<file path="src/hw/rtl/integer_to_text_formatter_assert.svh">
// ----------------------------------------------------------------------------
// Integer to text formatter assertion macros
// Shared concurrent assertion forms, clocked on i_clk, quiet in reset.
// ----------------------------------------------------------------------------
`ifndef INTEGER_TO_TEXT_FORMATTER_ASSERT_SVH
`define INTEGER_TO_TEXT_FORMATTER_ASSERT_SVH

// Same-cycle implication.
`define ITF_ASSERT_IMP(lbl, ante, cons, msg) \
    lbl: assert property (@(posedge i_clk) disable iff (!i_rst_n) (ante) |-> (cons)) \
        else $error(msg);

// Next-cycle implication.
`define ITF_ASSERT_NXT(lbl, ante, cons, msg) \
    lbl: assert property (@(posedge i_clk) disable iff (!i_rst_n) (ante) |=> (cons)) \
        else $error(msg);

`endif

</file>
<file path="src/hw/rtl/itf_pkg.sv">
// ----------------------------------------------------------------------------
// Integer to text formatter package
// Transaction types, sequencer states, text layout and character helpers.
// ----------------------------------------------------------------------------
package itf_pkg;

    localparam int VALUE_BITS      = 32;
    localparam int MAX_FIELD_WIDTH = 48;
    localparam int MAX_DIGITS      = 32;
    localparam int DIV_STEP_BITS   = 8;
    localparam int DIV_STEPS       = VALUE_BITS / DIV_STEP_BITS;
    localparam int DIV_CNT_W       = $clog2(DIV_STEPS);
    localparam int DIG_IDX_W       = $clog2(MAX_DIGITS);

    localparam logic [5:0] RADIX_MIN      = 6'd2;
    localparam logic [5:0] RADIX_MAX      = 6'd36;
    localparam logic [5:0] RADIX_OCT      = 6'd8;
    localparam logic [5:0] RADIX_HEX      = 6'd16;
    localparam logic [5:0] HEX_MARK_DIGIT = 6'd33;

    localparam logic [7:0] CH_NUL   = 8'h00;
    localparam logic [7:0] CH_SPACE = 8'h20;
    localparam logic [7:0] CH_PLUS  = 8'h2B;
    localparam logic [7:0] CH_MINUS = 8'h2D;
    localparam logic [7:0] CH_ZERO  = 8'h30;
    localparam logic [7:0] CH_UP_A  = 8'h41;
    localparam logic [7:0] CH_LO_A  = 8'h61;

    typedef logic [5:0] t_pos;

    typedef struct packed {
        logic [31:0] value;
        logic [5:0]  radix;
        logic [5:0]  field_width;
        logic [5:0]  min_digits;
        logic        left_justify;
        logic        zero_pad;
        logic        signed_mode;
        logic        force_plus;
        logic        space_sign;
        logic        alt_prefix;
        logic        upper_case;
    } t_in;

    typedef struct packed {
        logic [7:0] text_char;
        logic       last_char;
        logic       bad_radix;
    } t_out;

    // End position (exclusive) of each text segment, and the fixed characters.
    typedef struct packed {
        t_pos       e_lead;
        t_pos       e_sign;
        t_pos       e_pfx;
        t_pos       e_zero;
        t_pos       e_dig;
        t_pos       len;
        logic [7:0] sign_ch;
        logic       upper;
    } t_layout;

    typedef enum logic [2:0] {
        ST_IDLE,
        ST_DIV,
        ST_LAYOUT,
        ST_EMIT,
        ST_BAD
    } t_state;

    // ASCII character of one digit value 0..35.
    function automatic logic [7:0] digit_char(input logic [5:0] d, input logic upper);
        logic [7:0] c;
        if (d < 6'd10) begin
            c = CH_ZERO + {2'b00, d};
        end else begin
            c = (upper ? CH_UP_A : CH_LO_A) + {2'b00, d} - 8'd10;
        end
        return c;
    endfunction

endpackage

</file>
<file path="src/hw/rtl/itf_divider.sv">
// ----------------------------------------------------------------------------
// Integer to text formatter divider
// Shared restoring divider: quotient and remainder of the value by the radix,
// eight quotient bits per cycle.
// ----------------------------------------------------------------------------
module itf_divider (
    input  logic                            i_clk,
    input  logic                            i_rst_n,
    input  logic                            i_start,
    input  logic [itf_pkg::VALUE_BITS-1:0]  i_dividend,
    input  logic [5:0]                      i_divisor,
    output logic                            o_done,
    output logic [itf_pkg::VALUE_BITS-1:0]  o_quot,
    output logic [5:0]                      o_rem
);

    logic                                r_busy;
    logic                                r_done;
    logic [itf_pkg::DIV_CNT_W-1:0]       r_cnt;
    logic [itf_pkg::VALUE_BITS-1:0]      r_work;
    logic [5:0]                          r_rem;
    logic [5:0]                          r_div;
    logic [itf_pkg::VALUE_BITS-1:0]      n_work;
    logic [5:0]                          n_rem;

    // The work register holds dividend bits still to consume at the top and
    // quotient bits collected at the bottom.
    always_comb begin
        logic [6:0] rem;
        logic [itf_pkg::VALUE_BITS-1:0] work;
        rem  = {1'b0, r_rem};
        work = r_work;
        for (int i = 0; i < itf_pkg::DIV_STEP_BITS; i++) begin
            rem  = {rem[5:0], work[itf_pkg::VALUE_BITS-1]};
            work = {work[itf_pkg::VALUE_BITS-2:0], 1'b0};
            if (rem >= {1'b0, r_div}) begin
                rem     = rem - {1'b0, r_div};
                work[0] = 1'b1;
            end
        end
        n_work = work;
        n_rem  = rem[5:0];
    end

    always_ff @(posedge i_clk) begin
        if (!i_rst_n) begin
            r_busy <= 1'b0;
            r_done <= 1'b0;
            r_cnt  <= '0;
        end else begin
            r_done <= 1'b0;
            if (i_start) begin
                r_busy <= 1'b1;
                r_cnt  <= '0;
            end else if (r_busy) begin
                r_cnt <= r_cnt + 1'b1;
                if (r_cnt == itf_pkg::DIV_CNT_W'(itf_pkg::DIV_STEPS - 1)) begin
                    r_busy <= 1'b0;
                    r_done <= 1'b1;
                end
            end
        end
    end

    always_ff @(posedge i_clk) begin
        if (i_start) begin
            r_work <= i_dividend;
            r_rem  <= '0;
            r_div  <= i_divisor;
        end else if (r_busy) begin
            r_work <= n_work;
            r_rem  <= n_rem;
        end
    end

    assign o_done = r_done;
    assign o_quot = r_work;
    assign o_rem  = r_rem;

endmodule

</file>
<file path="src/hw/rtl/itf_text_unit.sv">
// ----------------------------------------------------------------------------
// Integer to text formatter text unit
// Digit store and the character selected for one position of the text.
// ----------------------------------------------------------------------------
module itf_text_unit (
    input  logic                            i_clk,
    input  logic                            i_wr_en,
    input  logic [itf_pkg::DIG_IDX_W-1:0]   i_wr_idx,
    input  logic [5:0]                      i_wr_digit,
    input  itf_pkg::t_pos                   i_rd_pos,
    input  itf_pkg::t_pos                   i_rd_end,
    input  itf_pkg::t_layout                i_layout,
    input  itf_pkg::t_pos                   i_pos,
    output logic [7:0]                      o_char
);

    // Digits are stored least significant first. The read is registered, so
    // its address comes from the position and digit end of the next cycle.
    logic [5:0]                        r_digits [itf_pkg::MAX_DIGITS];
    logic [5:0]                        r_rd_digit;
    logic [itf_pkg::DIG_IDX_W-1:0]     rd_idx;
    itf_pkg::t_pos                     rd_full;

    always_ff @(posedge i_clk) begin
        if (i_wr_en) begin
            r_digits[i_wr_idx] <= i_wr_digit;
        end
        r_rd_digit <= r_digits[rd_idx];
    end

    assign rd_full = i_rd_end - i_rd_pos - 6'd1;
    assign rd_idx  = rd_full[itf_pkg::DIG_IDX_W-1:0];

    always_comb begin
        if (i_pos < i_layout.e_lead) begin
            o_char = itf_pkg::CH_SPACE;
        end else if (i_pos < i_layout.e_sign) begin
            o_char = i_layout.sign_ch;
        end else if (i_pos < i_layout.e_pfx) begin
            o_char = (i_pos == i_layout.e_sign) ? itf_pkg::CH_ZERO :
                     itf_pkg::digit_char(itf_pkg::HEX_MARK_DIGIT, i_layout.upper);
        end else if (i_pos < i_layout.e_zero) begin
            o_char = itf_pkg::CH_ZERO;
        end else if (i_pos < i_layout.e_dig) begin
            o_char = itf_pkg::digit_char(r_rd_digit, i_layout.upper);
        end else begin
            o_char = itf_pkg::CH_SPACE;
        end
    end

endmodule

</file>
<file path="src/hw/rtl/integer_to_text_formatter.sv">
// ----------------------------------------------------------------------------
// Integer to text formatter
// printf-style conversion of one 32-bit integer into ASCII characters.
// ----------------------------------------------------------------------------
// One input transaction carries a value, a radix from 2 to 36, a field width,
// a minimum digit count and style flags; the block then returns the formatted
// text as a run of output transactions, one character each, with last_char
// set on the final one. The text is leading spaces, sign, alternate prefix,
// zero padding, precision zeros, digits and, when left justified, trailing
// spaces. A radix outside 2..36 returns a single transaction with bad_radix
// and last_char set and a NUL character. The block works on one number at a
// time: the input is ready only while the sequencer is idle. Digits come out
// of one shared restoring divider that retires eight quotient bits per cycle,
// so each digit costs one load and four divide steps; after the last digit
// and the layout step the text follows at one character per cycle when the
// output side keeps up. The output register frees the input side as soon
// as the last character is loaded, so the next number can be taken while
// that character still waits.
// ----------------------------------------------------------------------------
`include "integer_to_text_formatter_assert.svh"

module integer_to_text_formatter (
    input  logic           i_clk,
    input  logic           i_rst_n,
    input  logic           i_in_valid,
    output logic           o_in_ready,
    input  itf_pkg::t_in   i_in_data,
    output logic           o_out_valid,
    input  logic           i_out_ready,
    output itf_pkg::t_out  o_out_data
);

    // Sequencer and output register.
    itf_pkg::t_state                  r_state;
    itf_pkg::t_state                  n_state;
    logic                             r_out_valid;
    logic                             n_out_valid;
    itf_pkg::t_out                    r_out;
    itf_pkg::t_out                    n_out;

    // Captured transaction fields, already saturated and decoded.
    logic [5:0]                       r_radix;
    logic [5:0]                       r_width;
    logic [5:0]                       r_prec;
    logic                             r_left;
    logic                             r_zpad;
    logic                             r_has_sign;
    logic [7:0]                       r_sign_ch;
    logic [1:0]                       r_pfx_len;
    logic                             r_upper;

    // Digit count, text layout and emit position.
    itf_pkg::t_pos                    r_nd;
    itf_pkg::t_layout                 r_layout;
    itf_pkg::t_layout                 n_layout;
    itf_pkg::t_pos                    r_k;
    itf_pkg::t_pos                    n_k;
    itf_pkg::t_pos                    rd_end;

    // Input decode.
    logic                             in_acc;
    logic                             radix_ok;
    logic                             in_neg;
    logic [itf_pkg::VALUE_BITS-1:0]   in_mag;
    logic                             in_has_sign;
    logic [7:0]                       in_sign_ch;
    logic [1:0]                       in_pfx_len;

    // Divider hookup.
    logic                             div_start;
    logic [itf_pkg::VALUE_BITS-1:0]   div_dividend;
    logic [5:0]                       div_divisor;
    logic                             div_done;
    logic [itf_pkg::VALUE_BITS-1:0]   div_quot;
    logic [5:0]                       div_rem;
    logic                             dig_wr;

    // Emit control.
    logic                             out_space;
    logic                             emit_fire;
    logic                             emit_last;
    logic [7:0]                       text_ch;

    // Layout arithmetic.
    itf_pkg::t_pos                    lay_p;
    logic [7:0]                       lay_pad_raw;
    itf_pkg::t_pos                    lay_pad;
    itf_pkg::t_pos                    lay_lead;
    itf_pkg::t_pos                    lay_zeros;
    itf_pkg::t_pos                    lay_trail;

    // ------------------------------------------------------------------------
    // Input side. A transaction is taken only while the sequencer is idle.
    // ------------------------------------------------------------------------
    assign o_in_ready = (r_state == itf_pkg::ST_IDLE);
    assign in_acc     = i_in_valid && o_in_ready;

    always_comb begin
        radix_ok = i_in_data.radix inside {[itf_pkg::RADIX_MIN:itf_pkg::RADIX_MAX]};
        in_neg   = i_in_data.signed_mode && i_in_data.value[itf_pkg::VALUE_BITS-1];
        // The most negative value wraps to its true unsigned magnitude.
        in_mag   = in_neg ? (~i_in_data.value + 1'b1) : i_in_data.value;

        in_has_sign = 1'b0;
        in_sign_ch  = itf_pkg::CH_NUL;
        if (i_in_data.signed_mode) begin
            if (in_neg) begin
                in_has_sign = 1'b1;
                in_sign_ch  = itf_pkg::CH_MINUS;
            end else if (i_in_data.force_plus) begin
                in_has_sign = 1'b1;
                in_sign_ch  = itf_pkg::CH_PLUS;
            end else if (i_in_data.space_sign) begin
                in_has_sign = 1'b1;
                in_sign_ch  = itf_pkg::CH_SPACE;
            end
        end

        in_pfx_len = 2'd0;
        if (i_in_data.alt_prefix) begin
            case (i_in_data.radix)
                itf_pkg::RADIX_OCT: in_pfx_len = 2'd1;
                itf_pkg::RADIX_HEX: in_pfx_len = 2'd2;
                default:            in_pfx_len = 2'd0;
            endcase
        end
    end

    // ------------------------------------------------------------------------
    // Digit generation. The divider is started straight from the accepted
    // transaction, then restarted on each quotient until it reaches zero. A
    // zero value still yields one zero digit on the first pass.
    // ------------------------------------------------------------------------
    assign div_start    = (in_acc && radix_ok) ||
                          ((r_state == itf_pkg::ST_DIV) && div_done && (div_quot != '0));
    assign div_dividend = (r_state == itf_pkg::ST_IDLE) ? in_mag : div_quot;
    assign div_divisor  = (r_state == itf_pkg::ST_IDLE) ? i_in_data.radix : r_radix;
    assign dig_wr       = (r_state == itf_pkg::ST_DIV) && div_done;

    itf_divider u_divider (
        .i_clk      (i_clk),
        .i_rst_n    (i_rst_n),
        .i_start    (div_start),
        .i_dividend (div_dividend),
        .i_divisor  (div_divisor),
        .o_done     (div_done),
        .o_quot     (div_quot),
        .o_rem      (div_rem)
    );

    // The digit store read is registered and addressed by the next emit
    // position, so a digit is ready in the cycle that its position comes up.
    itf_text_unit u_text (
        .i_clk      (i_clk),
        .i_wr_en    (dig_wr),
        .i_wr_idx   (r_nd[itf_pkg::DIG_IDX_W-1:0]),
        .i_wr_digit (div_rem),
        .i_rd_pos   (n_k),
        .i_rd_end   (rd_end),
        .i_layout   (r_layout),
        .i_pos      (r_k),
        .o_char     (text_ch)
    );

    // ------------------------------------------------------------------------
    // Layout. Padding is what the field width leaves after sign, prefix and
    // the precision-extended digits, never below zero. Zero padding goes
    // between the prefix and the digits; space padding goes in front, or
    // behind when left justified.
    // ------------------------------------------------------------------------
    always_comb begin
        lay_p       = (r_nd > r_prec) ? r_nd : r_prec;
        lay_pad_raw = 8'(r_width) - 8'(r_has_sign) - 8'(r_pfx_len) - 8'(lay_p);
        lay_pad     = lay_pad_raw[7] ? '0 : lay_pad_raw[5:0];
        lay_lead    = (!r_left && !r_zpad) ? lay_pad : '0;
        lay_zeros   = (r_zpad ? lay_pad : 6'd0) + (lay_p - r_nd);
        lay_trail   = r_left ? lay_pad : '0;

        n_layout.e_lead  = lay_lead;
        n_layout.e_sign  = lay_lead + 6'(r_has_sign);
        n_layout.e_pfx   = n_layout.e_sign + 6'(r_pfx_len);
        n_layout.e_zero  = n_layout.e_pfx + lay_zeros;
        n_layout.e_dig   = n_layout.e_zero + r_nd;
        n_layout.len     = n_layout.e_dig + lay_trail;
        n_layout.sign_ch = r_sign_ch;
        n_layout.upper   = r_upper;
    end

    // ------------------------------------------------------------------------
    // Sequencer: next state.
    // ------------------------------------------------------------------------
    always_comb begin
        n_state = r_state;
        case (r_state)
            itf_pkg::ST_IDLE: begin
                if (in_acc) begin
                    n_state = radix_ok ? itf_pkg::ST_DIV : itf_pkg::ST_BAD;
                end
            end
            itf_pkg::ST_DIV: begin
                if (div_done && (div_quot == '0)) begin
                    n_state = itf_pkg::ST_LAYOUT;
                end
            end
            itf_pkg::ST_LAYOUT: begin
                n_state = itf_pkg::ST_EMIT;
            end
            itf_pkg::ST_EMIT: begin
                if (emit_fire && emit_last) begin
                    n_state = itf_pkg::ST_IDLE;
                end
            end
            itf_pkg::ST_BAD: begin
                if (out_space) begin
                    n_state = itf_pkg::ST_IDLE;
                end
            end
            default: begin
                n_state = itf_pkg::ST_IDLE;
            end
        endcase
    end

    // ------------------------------------------------------------------------
    // Sequencer: outputs. In the emit and bad-radix states the output register
    // is loaded whenever it is empty or its transaction completes in this cycle.
    // ------------------------------------------------------------------------
    always_comb begin
        out_space   = !r_out_valid || i_out_ready;
        emit_last   = (r_k == (r_layout.len - 6'd1));
        emit_fire   = 1'b0;
        n_out_valid = r_out_valid && !i_out_ready;
        n_out       = r_out;
        case (r_state)
            itf_pkg::ST_EMIT: begin
                if (out_space) begin
                    emit_fire   = 1'b1;
                    n_out_valid = 1'b1;
                    n_out       = '{text_char: text_ch, last_char: emit_last, bad_radix: 1'b0};
                end
            end
            itf_pkg::ST_BAD: begin
                if (out_space) begin
                    n_out_valid = 1'b1;
                    n_out       = '{text_char: itf_pkg::CH_NUL, last_char: 1'b1,
                                    bad_radix: 1'b1};
                end
            end
            default: begin
                emit_fire = 1'b0;
            end
        endcase
    end

    // Next emit position and the digit end it is measured against. The
    // layout is not registered yet while it is being computed.
    always_comb begin
        if (r_state == itf_pkg::ST_LAYOUT) begin
            n_k    = '0;
            rd_end = n_layout.e_dig;
        end else begin
            n_k    = emit_fire ? (r_k + 6'd1) : r_k;
            rd_end = r_layout.e_dig;
        end
    end

    always_ff @(posedge i_clk) begin
        if (!i_rst_n) begin
            r_state     <= itf_pkg::ST_IDLE;
            r_out_valid <= 1'b0;
        end else begin
            r_state     <= n_state;
            r_out_valid <= n_out_valid;
        end
    end

    always_ff @(posedge i_clk) begin
        r_out <= n_out;
        if (in_acc) begin
            r_radix    <= i_in_data.radix;
            r_width    <= (i_in_data.field_width > 6'(itf_pkg::MAX_FIELD_WIDTH)) ?
                          6'(itf_pkg::MAX_FIELD_WIDTH) : i_in_data.field_width;
            r_prec     <= (i_in_data.min_digits > 6'(itf_pkg::MAX_DIGITS)) ?
                          6'(itf_pkg::MAX_DIGITS) : i_in_data.min_digits;
            r_left     <= i_in_data.left_justify;
            r_zpad     <= i_in_data.zero_pad && !i_in_data.left_justify;
            r_has_sign <= in_has_sign;
            r_sign_ch  <= in_sign_ch;
            r_pfx_len  <= in_pfx_len;
            r_upper    <= i_in_data.upper_case;
            r_nd       <= '0;
        end else if (dig_wr) begin
            r_nd <= r_nd + 6'd1;
        end
        if (r_state == itf_pkg::ST_LAYOUT) begin
            r_layout <= n_layout;
        end
        r_k <= n_k;
    end

    assign o_out_valid = r_out_valid;
    assign o_out_data  = r_out;

    // ------------------------------------------------------------------------
    // Assertions.
    // ------------------------------------------------------------------------
    `ITF_ASSERT_IMP(a_bad_form, o_out_valid && o_out_data.bad_radix,
        o_out_data.last_char && (o_out_data.text_char == itf_pkg::CH_NUL),
        "bad radix transaction is not a single NUL")
    `ITF_ASSERT_IMP(a_rem_range, (r_state == itf_pkg::ST_DIV) && div_done,
        div_rem < r_radix, "digit out of range for the radix")
    `ITF_ASSERT_IMP(a_emit_pos, r_state == itf_pkg::ST_EMIT, r_k < r_layout.len,
        "emit position past the text length")
    `ITF_ASSERT_NXT(a_one_item, in_acc, !o_in_ready,
        "input taken again before the number was formatted")

endmodule

</file>
<file path="config.mk">
export PLATFORM = sky130hd
export DESIGN_NAME = integer_to_text_formatter
export DESIGN_NICKNAME = d
export VERILOG_FILES = /design/src/hw/rtl/itf_pkg.sv /design/src/hw/rtl/itf_divider.sv /design/src/hw/rtl/itf_text_unit.sv /design/src/hw/rtl/integer_to_text_formatter.sv
export VERILOG_INCLUDE_DIRS = /design/src /design/src/hw/rtl
export SDC_FILE = /design/constraint.sdc
export NUM_CORES = 1
export LEC_CHECK = 0
export BUFFER_PORTS_ARGS = -buffer_cell sky130_fd_sc_hd__buf_4
export CORE_ASPECT_RATIO = 0.75
export CORE_MARGIN = 2
export CORE_UTILIZATION = 32
export CTS_CLUSTER_DIAMETER = 30
export CTS_CLUSTER_SIZE = 24
export DETAILED_ROUTE_END_ITERATION = 12
export HOLD_SLACK_MARGIN = 0.03
export PLACE_DENSITY_LB_ADDON = 0.05
export SYNTH_ARGS = -nofsm -noshare
export SYNTH_HDL_FRONTEND = slang
export SYNTH_SLANG_ARGS = --single-unit
</file>
<file path="constraint.sdc">
create_clock -name i_clk -period 15.9 [get_ports i_clk]
set_input_delay 1.59 -clock i_clk [delete_from_list [all_inputs] [get_ports i_clk]]
set_output_delay 1.59 -clock i_clk [all_outputs]
set_load 0.01 [all_outputs]
</file>
==> reports/results.md, run 1 <==
| Result | This run |
|---|---|
| Clock latency on the worst-skew pair | 0.62 ns |
| Pins over their slew limit | 0 |
| Sequential Area | 9890 µm² |
| Highest cell delay on the worst timing path | 0.50 ns |
| Worst Hold Path Cells | 0 |
| Routed wire length | 51500 µm |
| Global-route congestion overflow total | 0 |
| Summed instance area of the synthesized netlist | 19100 µm² |
| Count of warnings emitted by yosys | 0 |
| Pre-CTS worst setup slack | -0.0804 ns |
| Fin crit share | 0.947 |
| Root Driver | sky130_fd_sc_hd__clkbuf_16 |
| Rel. slew slack | 0.207 |
| Number of non-filler instances in the completed layout | 2543 |
| Signal arrival time at the worst endpoint | 15.57 ns |
| CORE AREA | 59000 µm² |
| Leading register cell type out of synthesis | sky130_fd_sc_hd__edfxtp_1 |
| Via count of the first global-routing pass | 12474 |
| Diode insertion count for antenna repair | 0 |
| Number of enable flip-flop cells after synthesis | 308 |
| Number of buffer cells added on primary ports | 72 |
| Share of final-layout standard cells stronger than drive strength 1 | 0.222 |
| TritonRoute pass-1 iters | 5 |
| Aggregate negative setup slack | 0 ns |
| Setup clock skew after layout | 0.0379 ns |
| Average footprint of a synthesized cell | 12.5 µm² |
| Share of synthesized flip-flops with an asynchronous set or reset | 0 |
| Antenna violations before repair | 1 |
| IO Count | 73 |
| Fraction of the core area covered by cells at the end of the flow | 0.405 |
| Worst Reg2Reg Path Length in Cells | 70 |
| Distinct cell type count after synthesis | 76 |
| Clock tree from TritonCTS | yes |
| Number of vias per cell after detailed routing | 4.89 |
| # setup viols final | 0 |
| Total clock sinks | 340 |
| Total via count after detailed routing | 12424 |
| Result of the run | finished, final reports clean |
| Maximum number of pins on one net before global-route repair | 57 |
| Number of nets in the synthesized netlist | 1744 |
| Final WS setup | 0.850 ns |
| Final worst path period need | 15.05 ns |
| Post-route antenna net violation count | 0 |
| Chip Width | 286 µm |
| Num CTS Buffers | 77 |
| Layout net count | 1907 |
| Class of the most critical setup path | reg -> reg |
| Sequential share of the synthesized area | 0.518 |
| Placed cells | 2385 |
| Synthesized instance count | 1525 |
| Setup crit end kind | register |
| Number of register bits inferred by synthesis | 340 |
| Wire length per cell | 20.2 µm |
| Count of hold-fix buffers inserted at cts | 0 |
| Total area of multi-input combinational cells | 8850 µm² |
| Die Area | 61700 µm² |
| Htree depth | 3 |
| Most Frequent Cell on Critical Path | sky130_fd_sc_hd__ha_1 |
| Max FO, Critical Path | 8 |
| Routability congestion estimate from global placement | 0.873 |
| CP max stage cell | sky130_fd_sc_hd__or4b_1 |
| Final number of hold-violating endpoints | 0 |
| Actual slew at the worst max-slew pin | 1.18 ns |
| Clock-pin transition on the worst setup and hold timing paths | 0.05 ns |
| Number of max-capacitance violations reported | 0 |
| Violation count after the first detailed-routing iteration | 781 |
| Detail Placement HPWL | 36600 µm |
| Initial Util | 0.324 |
| Max clock buf depth | 3 |
| Detailed-route DRC error count | 0 |
| GRT Overall Usage | 0.167 |
| Area added between synthesis and finish | 25.0% |
| Type of the tightest min-delay check | reg -> reg |
| Data required time at the worst endpoint | 16.42 ns |
| Upper clock frequency limit | 66.4 MHz |
| Startpoint type of the worst setup path | register |
| Floorplan die height | 216 µm |
| Std cell rows | 77 |
| Wire length of the first global-routing pass | 77700 µm |
| Number of fill cells in the layout | 5619 |
## Yosys cell counts, types with 14 or more instances
master	instances	area (µm²)
sky130_fd_sc_hd__nor2b_1	25	156
sky130_fd_sc_hd__mux4_2	60	1350
sky130_fd_sc_hd__inv_1	131	492
sky130_fd_sc_hd__clkbuf_1	29	109
sky130_fd_sc_hd__fa_1	25	500
sky130_fd_sc_hd__edfxtp_1	308	9250
sky130_fd_sc_hd__nand2b_1	20	125
sky130_fd_sc_hd__nor2_1	138	518
sky130_fd_sc_hd__nand3_1	16	80.1
sky130_fd_sc_hd__ha_1	133	1660
sky130_fd_sc_hd__dfxtp_1	32	641
sky130_fd_sc_hd__nor3_1	18	90.1
sky130_fd_sc_hd__xor2_1	37	324
sky130_fd_sc_hd__a21oi_1	72	360
sky130_fd_sc_hd__nor4_1	19	119
sky130_fd_sc_hd__a21o_1	28	210
sky130_fd_sc_hd__o21ai_0	68	340
sky130_fd_sc_hd__nand2_1	89	334
sky130_fd_sc_hd__mux2_2	26	293
sky130_fd_sc_hd__xnor2_1	76	666
sky130_fd_sc_hd__mux2i_1	18	180
sky130_fd_sc_hd__o21a_1	14	105
## placed cells by master (no fill, tap or decap), types with 8 or more instances in the layout
cell                          n
sky130_fd_sc_hd__and2_1       9
sky130_fd_sc_hd__nand3_1     16
sky130_fd_sc_hd__inv_1      130
sky130_fd_sc_hd__mux2_2      22
sky130_fd_sc_hd__ha_1       123
sky130_fd_sc_hd__nor2b_1     25
sky130_fd_sc_hd__o21ai_0     60
sky130_fd_sc_hd__fa_1        24
sky130_fd_sc_hd__ha_4         8
sky130_fd_sc_hd__a21oi_1     69
sky130_fd_sc_hd__xor2_1      37
sky130_fd_sc_hd__nor4_1      19
sky130_fd_sc_hd__edfxtp_1   308
sky130_fd_sc_hd__buf_4      121
sky130_fd_sc_hd__clkbuf_1    14
sky130_fd_sc_hd__xnor2_1     75
sky130_fd_sc_hd__a21boi_0     8
sky130_fd_sc_hd__nand2_1     89
sky130_fd_sc_hd__o21a_1      14
sky130_fd_sc_hd__nor3_1      18
sky130_fd_sc_hd__clkinv_2    19
sky130_fd_sc_hd__nor2_1     138
sky130_fd_sc_hd__dfxtp_1     32
sky130_fd_sc_hd__a21o_1      28
sky130_fd_sc_hd__nand2b_1    20
sky130_fd_sc_hd__mux2i_1     12
sky130_fd_sc_hd__mux4_2      60
sky130_fd_sc_hd__clkbuf_16   80
sky130_fd_sc_hd__bufinv_16   11
## path summary, 6_finish.rpt
path / to / start / slack [ns]
worst max-delay path: u_divider.o_rem[2] / u_divider.r_div[5] / 0.85
worst min-delay path: r_layout[2] / r_sign_ch[1] / 0.44
worst max register to register: u_divider.o_rem[2] / u_divider.r_div[5] / 0.85
worst min register to register: r_layout[2] / r_sign_ch[1] / 0.44
## state kept, by name, indices dropped and copies added (netlist names), 2 cells and up
name,count
u_text.r_digits,192
r_radix,6
r_prec,6
r_width,6
r_layout,41
r_pfx_len,2
u_divider.r_cnt,2
r_state,3
u_divider.o_rem,6
o_out_data,10
u_divider.o_quot,32
u_text.r_rd_digit,6
r_nd,6
u_divider.r_div,6
r_k,6
r_sign_ch,3
## area by class of cell
class	count	area share
multi-input combinational	1016	0.371
clock inverter	50	0.0286
inverter	131	0.0206
sequential	340	0.414
tap	790	0.0414
timing repair buffer	122	0.0385
clock buffer	94	0.0861
## stage by stage
| stage | hold WS (ns) | instance area, µm² |
|---|---|---|
| 3_5_place_dp | 0.417 | 20800 |
| 5_1_grt | 0.433 | 23900 |
| 3_3_place_gp | 0.411 | 20800 |
| 2_1_floorplan | 0.400 | 19100 |
| 6_report | 0.438 | 23900 |
| 4_1_cts | 0.434 | 23500 |
## worst max-delay path: cells and delay by family, from the launching register on
family | cells | cell delay (ns)
simple gates | 16 | 2.60
compound gates | 35 | 7.25
buf+inv | 6 | 0.75
fa+ha+maj | 8 | 2.41
flops | 1 | 0.31
mux | 5 | 1.62
## repair_timing
action / 4_1_cts / 5_1_grt
gates resized for setup: 2 / 48
setup endpoints to repair: 6 / 7
buffers inserted: 0 / 14
pin swaps: 0 / 11
## logic make-up (layout without fill, tap and decap cells)
family	Yosys count	after routing	share of synthesized area
and+or+nand+nor	379	379	0.0945
DFF	340	340	0.518
AOI/OAI and AO/OA	256	256	0.0880
buffers and inverters	169	397	0.0337
adders and majority gates	158	158	0.113
xor gates and xnor gates	114	114	0.0530
muxes	109	109	0.0996
## routing by layer
layer	GRT usage	share of wire	vias to the layer above
met4	0.0489	0.019	2
met1	0.255	0.52	6137
met2	0.237	0.42	234
met3	0.0321	0.040	78
met5	0	0.00025	-
li1	-	-	5973
Power of run 1 is left out: the tool's default activity adds up to more than one toggle a clock period on the data nets, which glitch-free logic cannot reach.
==> inputs of run 2 (changes only) <==
--- a/config.mk
+++ b/config.mk
@@ -14,7 +14,7 @@
 export CTS_CLUSTER_SIZE = 24
 export DETAILED_ROUTE_END_ITERATION = 12
 export HOLD_SLACK_MARGIN = 0.03
-export PLACE_DENSITY_LB_ADDON = 0.05
+export PLACE_DENSITY = 0.51
 export SYNTH_ARGS = -nofsm -noshare
 export SYNTH_HDL_FRONTEND = slang
 export SYNTH_SLANG_ARGS = --single-unit
==> run 2 against run 1 <==
Against the previous run:
- clock skew is 0.020 ns higher
- die area stayed put
- routed wire length is 6.5% lower
- critical endpoint unchanged
- critical path type unchanged
- count of clock-buffer cells in the layout is 24 lower
- first-iteration DRC count is 12% higher
==> reports/results.md, run 2 (same netlist as run 1, synthesis figures left out) <==
| Result | This run | Delta |
|---|---|---|
| Number of buffer cells added on primary ports | 72 | unchanged |
| Startpoint type of the worst setup path | register | unchanged |
| Top reg by flops | u_text.r_digits | unchanged |
| Setup clock skew after layout | 0.0577 ns | was 0.0379 ns |
| Most Frequent Cell on Critical Path | sky130_fd_sc_hd__ha_1 | unchanged |
| Wire length per cell | 19.2 µm | was 20.2 µm |
| Routability congestion estimate from global placement | 0.842 | was 0.873 |
| Highest cell delay on the worst timing path | 0.55 ns | was 0.50 ns |
| Detailed-route DRC error count | 0 | unchanged |
| Fin crit share | 0.962 | was 0.947 |
| Chip Width | 286 µm | unchanged |
| CP endpoint | u_divider.o_rem[2] | unchanged |
| Number of vias per cell after detailed routing | 4.94 | was 4.89 |
| Global-route congestion overflow total | 0 | unchanged |
| Actual slew at the worst max-slew pin | 1.21 ns | was 1.18 ns |
| Wire length of the first global-routing pass | 73400 µm | was 77700 µm |
| # setup viols final | 0 | unchanged |
| Max FO, Critical Path | 7 | was 8 |
| IO Count | 73 | unchanged |
| Total clock sinks | 340 | unchanged |
| Antenna violations before repair | 0 | was 1 |
| Pins over their slew limit | 0 | unchanged |
| Class of the most critical setup path | reg -> reg | unchanged |
| Clock-pin transition on the worst setup and hold timing paths | 0.05 ns | about the same |
| Htree depth | 2 | was 3 |
| Num CTS Buffers | 60 | was 77 |
| Max FFs per register | 192 | unchanged |
| Signal arrival time at the worst endpoint | 15.80 ns | was 15.57 ns |
| Diode insertion count for antenna repair | 0 | unchanged |
| Layout net count | 1891 | was 1907 |
| Final number of hold-violating endpoints | 0 | unchanged |
| Floorplan die height | 216 µm | unchanged |
| Highest-count cells in the layout ignoring fill and taps | sky130_fd_sc_hd__edfxtp_1, sky130_fd_sc_hd__nor2_1, sky130_fd_sc_hd__inv_1 | unchanged |
| CORE AREA | 59000 µm² | unchanged |
| Reg-to-reg critical path startpoint | u_divider.r_div[4] | was u_divider.r_div[5] |
| Detail Placement HPWL | 34600 µm | was 36600 µm |
| Type of the tightest min-delay check | reg -> reg | unchanged |
| Clock latency on the worst-skew pair | 0.61 ns | was 0.62 ns |
| GRT Overall Usage | 0.154 | was 0.167 |
| Share of final-layout standard cells stronger than drive strength 1 | 0.216 | was 0.222 |
| Count of hold-fix buffers inserted at cts | 0 | unchanged |
| Initial Util | 0.324 | unchanged |
| Root Driver | sky130_fd_sc_hd__clkbuf_16 | unchanged |
| Destination of the worst register-to-register timing path | u_divider.o_rem[2] | unchanged |
| Worst Reg2Reg Path Length in Cells | 74 | was 70 |
| Clock tree from TritonCTS | yes | unchanged |
| Post-route antenna net violation count | 0 | unchanged |
| Max clock buf depth | 3 | unchanged |
| Upper clock frequency limit | 65.4 MHz | was 66.4 MHz |
| Setup crit end kind | register | unchanged |
| Rel. slew slack | 0.193 | was 0.207 |
| Routed wire length | 48100 µm | was 51500 µm |
| Std cell rows | 77 | unchanged |
| Via count of the first global-routing pass | 12297 | was 12474 |
| Setup crit start | u_divider.r_div[4] | was u_divider.r_div[5] |
| Data required time at the worst endpoint | 16.40 ns | was 16.42 ns |
| Commonest non-fill, non-tap cell in the layout | sky130_fd_sc_hd__edfxtp_1 | unchanged |
| Violation count after the first detailed-routing iteration | 876 | was 781 |
| Area added between synthesis and finish | 21.9% | was 25.0% |
| TritonRoute pass-1 iters | 7 | was 5 |
| Final worst path period need | 15.30 ns | was 15.05 ns |
| Number of max-capacitance violations reported | 0 | unchanged |
| Worst Hold Slack | 0.425 ns | was 0.438 ns |
| Maximum number of pins on one net before global-route repair | 57 | unchanged |
| Result of the run | finished, final reports clean | unchanged |
| CP max stage cell | sky130_fd_sc_hd__or4b_1 | unchanged |
| Worst R2R Setup Slack | 0.60 ns | was 0.85 ns |
| Total via count after detailed routing | 12420 | was 12424 |
| Die Area | 61700 µm² | unchanged |
==> run 2: cell count changes in the layout (fill, tap and decap cells not counted), moves of 3 or more <==
| cell | previous run | this run |
|---|---|---|
| sky130_fd_sc_hd__o21ai_2 | 3 | 6 |
| sky130_fd_sc_hd__clkinv_2 | 19 | 9 |
| sky130_fd_sc_hd__o21ai_1 | 7 | 4 |
| sky130_fd_sc_hd__a21oi_1 | 69 | 66 |
| sky130_fd_sc_hd__clkbuf_16 | 80 | 60 |
| sky130_fd_sc_hd__clkbuf_1 | 14 | 8 |
| sky130_fd_sc_hd__clkinvlp_4 | 4 | 8 |
| sky130_fd_sc_hd__clkinv_16 | 5 | 2 |
| sky130_fd_sc_hd__a21oi_2 | 4 | 7 |
==> run 2: critical path, delay by kind of cell, from the launching register on <==
family | cells | cell delay (ns)
compound gates | 38 | 7.51
fa+ha+maj | 8 | 2.25
buf+inv | 5 | 0.53
flops | 1 | 0.35
mux | 6 | 1.74
simple gates | 17 | 2.81
==> run 2: per-layer routing <==
metal	share of wire	vias up	routed length (µm)	global-route usage
met2	0.42	262	20100	0.220
met3	0.048	57	2290	0.0294
met4	0.017	0	803	0.0393
met5	0	-	0	0
li1	-	5938	-	-
met1	0.52	6163	24900	0.237
==> run 2: worst min path at each step <==
stage	start	endpoint	slack (ns)	cells after the start
final	r_sign_ch[3]	r_layout[4]	0.42	0
after global routing	r_sign_ch[3]	r_layout[4]	0.47	0
after CTS	r_sign_ch[3]	r_layout[4]	0.43	0
after detailed placement	r_sign_ch[3]	r_layout[4]	0.41	0
after global placement	r_sign_ch[1]	r_layout[2]	0.40	0
after floorplan	r_upper	r_layout[0]	0.40	0
==> run 2: cell type report <==
type	count	area [µm²]
repair buffers	123	935
multi-input cells	1016	8820
clock inverters	44	603
flip-flops and latches	340	9890
fillers	5619	35700
well taps	790	988
inverters	131	492
clock buffers	70	1560
==> run 2: metrics by stage <==
| step | instances | area, µm² | setup slack [ns] | setup TNS, ns | utilization |
|---|---|---|---|---|---|
| 2_1_floorplan | 1525 | 19100 | 0.128 | 0 | - |
| 3_3_place_gp | 2379 | 20700 | 0.209 | 0 | 0.352 |
| 3_5_place_dp | 2379 | 20700 | -0.216 | -0.865 | 0.352 |
| 4_1_cts | 2495 | 22900 | 0.0457 | 0 | 0.389 |
| 5_1_grt | 2514 | 23300 | -0.124 | -0.431 | 0.395 |
| 6_report | 2514 | 23300 | 0.598 | 0 | 0.395 |
==> run 2: what timing repair did <==
item | 4_1_cts | 5_1_grt
pin swaps | 2 | 19
setup endpoints to repair | 7 | 7
endpoints found under the hold margin | 0 | 0
gates resized for setup | 5 | 49
setup buffers | 2 | 19
Power of run 2 is left out for the same reason.
==> inputs of run 3 (changes only) <==
--- a/config.mk
+++ b/config.mk
@@ -6,9 +6,9 @@
 export SDC_FILE = /design/constraint.sdc
 export NUM_CORES = 1
 export LEC_CHECK = 0
+export ABC_AREA = 1
 export BUFFER_PORTS_ARGS = -buffer_cell sky130_fd_sc_hd__buf_4
 export CORE_ASPECT_RATIO = 0.75
-export CORE_MARGIN = 2
 export CORE_UTILIZATION = 32
 export CTS_CLUSTER_DIAMETER = 30
 export CTS_CLUSTER_SIZE = 24
==> run 3 against run 2 <==
Against the previous run:
- clock skew fell by 0.033 ns
- highest routed layer unchanged
- hold slack got worse by 0.0059 ns
- critical path type unchanged
- largest cell class unchanged
- critical path depth rose by 8
- global-route usage is 1.2 points higher
==> reports/results.md, run 3 <==
| Result | This run | Delta |
|---|---|---|
| Num CTS Buffers | 67 | was 60 |
| Type of the tightest min-delay check | reg -> reg | unchanged |
| Layout net count | 2348 | was 1891 |
| Fin crit share | 0.896 | was 0.962 |
| Chip Width | 289 µm | was 286 µm |
| Wire length of the first global-routing pass | 80800 µm | was 73400 µm |
| Class of the most critical setup path | reg -> reg | unchanged |
| Routed wire length | 50900 µm | was 48100 µm |
| Total area of multi-input combinational cells | 8740 µm² | was 8820 µm² |
| Synthesized instance count | 2018 | was 1525 |
| Via count of the first global-routing pass | 14645 | was 12297 |
| GRT Overall Usage | 0.166 | was 0.154 |
| IO Count | 73 | unchanged |
| Top area cells in the synthesized netlist | sky130_fd_sc_hd__edfxtp_1, sky130_fd_sc_hd__ha_1, sky130_fd_sc_hd__nand2_1 | was sky130_fd_sc_hd__edfxtp_1, sky130_fd_sc_hd__ha_1, sky130_fd_sc_hd__mux4_2 |
| Startpoint type of the worst setup path | register | unchanged |
| Number of enable flip-flop cells after synthesis | 308 | unchanged |
| Average footprint of a synthesized cell | 9.79 µm² | was 12.5 µm² |
| TritonRoute pass-1 iters | 5 | was 7 |
| Distinct cell type count after synthesis | 50 | was 76 |
| Number of buffer cells added on primary ports | 72 | unchanged |
| Most Frequent Cell on Critical Path | sky130_fd_sc_hd__nand2_1 | was sky130_fd_sc_hd__ha_1 |
| Htree depth | 3 | was 2 |
| Share of synthesized flip-flops with an asynchronous set or reset | 0 | unchanged |
| Area added between synthesis and finish | 19.1% | was 21.9% |
| Share of final-layout standard cells stronger than drive strength 1 | 0.110 | was 0.216 |
| Max FO, Critical Path | 22 | was 7 |
| Most common cell in the synthesized netlist | sky130_fd_sc_hd__nand2_1 | was sky130_fd_sc_hd__edfxtp_1 |
| Highest cell delay on the worst timing path | 0.89 ns | was 0.55 ns |
| Number of vias per cell after detailed routing | 4.92 | was 4.94 |
| Leading register cell type out of synthesis | sky130_fd_sc_hd__edfxtp_1 | unchanged |
| Top reg by flops | u_text.r_digits | unchanged |
| Area share of the largest cell type after synthesis | 0.468 | was 0.484 |
| Number of register bits inferred by synthesis | 340 | unchanged |
| Floorplan die height | 217 µm | was 216 µm |
| Clock latency on the worst-skew pair | 0.58 ns | was 0.61 ns |
| Count of warnings emitted by yosys | 0 | unchanged |
| Wire length per cell | 17.1 µm | was 19.2 µm |
| Aggregate negative setup slack | 0 ns | unchanged |
| CORE AREA | 60700 µm² | was 59000 µm² |
| Largest area contributor in the netlist | sky130_fd_sc_hd__edfxtp_1 | unchanged |
| Sequential share of the synthesized area | 0.501 | was 0.518 |
| Pins over their slew limit | 0 | unchanged |
| Final number of hold-violating endpoints | 0 | unchanged |
| Clock tree from TritonCTS | yes | unchanged |
| Total via count after detailed routing | 14690 | was 12420 |
| Post-route antenna net violation count | 0 | unchanged |
| Highest-count cells in the layout ignoring fill and taps | sky130_fd_sc_hd__nand2_1, sky130_fd_sc_hd__edfxtp_1, sky130_fd_sc_hd__inv_1 | was sky130_fd_sc_hd__edfxtp_1, sky130_fd_sc_hd__nor2_1, sky130_fd_sc_hd__inv_1 |
| Upper clock frequency limit | 70.2 MHz | was 65.4 MHz |
| Number of max-capacitance violations reported | 0 | unchanged |
| Root Driver | sky130_fd_sc_hd__clkbuf_16 | unchanged |
| Number of fill cells in the layout | 5978 | was 5619 |
| Actual slew at the worst max-slew pin | 1.06 ns | was 1.21 ns |
| Signal arrival time at the worst endpoint | 14.71 ns | was 15.80 ns |
| Rel. slew slack | 0.291 | was 0.193 |
| Count of hold-fix buffers inserted at cts | 0 | unchanged |
| Initial Util | 0.325 | was 0.324 |
| Total clock sinks | 340 | unchanged |
| Commonest non-fill, non-tap cell in the layout | sky130_fd_sc_hd__nand2_1 | was sky130_fd_sc_hd__edfxtp_1 |
| Data required time at the worst endpoint | 16.36 ns | was 16.40 ns |
| Unrepaired setup endpoints after global routing | no |  |
| Antenna violations before repair | 2 | was 0 |
| Summed instance area of the synthesized netlist | 19700 µm² | was 19100 µm² |
| Detailed-route DRC error count | 0 | unchanged |
| Final worst path period need | 14.25 ns | was 15.30 ns |
| Result of the run | finished, final reports clean | unchanged |
| Max FFs per register | 192 | unchanged |
| Maximum number of pins on one net before global-route repair | 97 | was 57 |
| Clock-pin transition on the worst setup and hold timing paths | 0.05 ns | about the same |
| Violation count after the first detailed-routing iteration | 1186 | was 876 |
| Detail Placement HPWL | 36400 µm | was 34600 µm |
| Setup clock skew after layout | 0.0248 ns | was 0.0577 ns |
| Number of nets in the synthesized netlist | 2237 | was 1744 |
| Routability congestion estimate from global placement | 0.899 | was 0.842 |
| Setup crit end kind | register | unchanged |
| # setup viols final | 0 | unchanged |
| Global-route congestion overflow total | 0 | unchanged |
| Post-synth top cells | sky130_fd_sc_hd__nand2_1, sky130_fd_sc_hd__edfxtp_1, sky130_fd_sc_hd__inv_1, sky130_fd_sc_hd__nor2_1, sky130_fd_sc_hd__o21ai_0 | was sky130_fd_sc_hd__edfxtp_1, sky130_fd_sc_hd__nor2_1, sky130_fd_sc_hd__ha_1, sky130_fd_sc_hd__inv_1, sky130_fd_sc_hd__nand2_1 |
| CP max stage cell | sky130_fd_sc_hd__dfxtp_1 | was sky130_fd_sc_hd__or4b_1 |
| Die Area | 62700 µm² | was 61700 µm² |
| Sequential Area | 9890 µm² | about the same |
| Max clock buf depth | 3 | unchanged |
| Std cell rows | 78 | was 77 |
[run 3: logic make-up after synthesis]
family,count (synthesis),synth area share
DFF,340,0.501
AOI/OAI and AO/OA,329,0.101
adders and majority gates,158,0.110
and+or+nand+nor,746,0.167
buffers and inverters,309,0.0587
muxes,49,0.0248
xor gates and xnor gates,87,0.0386
[run 3: area by class of cell]
cell class / instances / share of cell area
Clock inverter: 44 / 0.0204
Tap cell: 800 / 0.0426
Antenna cell: 2 / 0.000213
Inverter: 260 / 0.0415
Sequential cell: 340 / 0.421
Timing Repair Buffer: 91 / 0.0291
Multi-Input combinational cell: 1369 / 0.372
Clock buffer: 77 / 0.0738
[run 3: through the flow]
stage	instances	hold slack, ns	cell area, µm²	util	setup WS (ns)
6_report	2983	0.419	23500	0.387	1.65
5_1_grt	2981	0.422	23500	0.387	0.150
4_1_cts	2979	0.421	23500	0.387	1.52
3_5_place_dp	2858	0.410	21300	0.351	1.53
3_3_place_gp	2858	0.405	21300	0.351	2.20
2_1_floorplan	2018	0.400	19700	-	3.63
[run 3: final timing paths]
kind / slack (ns) / startpoint / to / cells after the start
worst max-delay path: 1.65 / u_divider.o_rem[5] / u_divider.o_rem[3] / 82
worst max register to register: 1.65 / u_divider.o_rem[5] / u_divider.o_rem[3] / 82
worst min-delay path: 0.42 / r_upper / r_layout[0] / 0
worst min register to register: 0.42 / r_upper / r_layout[0] / 0
[run 3: per-layer routing]
layer  global-route usage  up-vias  routed length (µm)
met3               0.0314       82                2740
met4               0.0498        0                1010
met1                0.233     6987               24600
li1                     -     7267                   -
met5                    0        -                   0
met2                0.258      354               22500
[run 3: repair_timing]
action,4_1_cts,5_1_grt
gates resized for setup,0,1
endpoints found under the setup margin,0,6
setup buffers,0,2
[run 3: critical path, delay by kind of cell (launching register included)]
kind            cells  cell delay, ns
buf+inv            14            1.35
flops               1            0.89
simple gates       37            4.33
compound gates     24            5.16
fa+ha+maj           7            2.38
Power of run 3 is left out for the same reason.
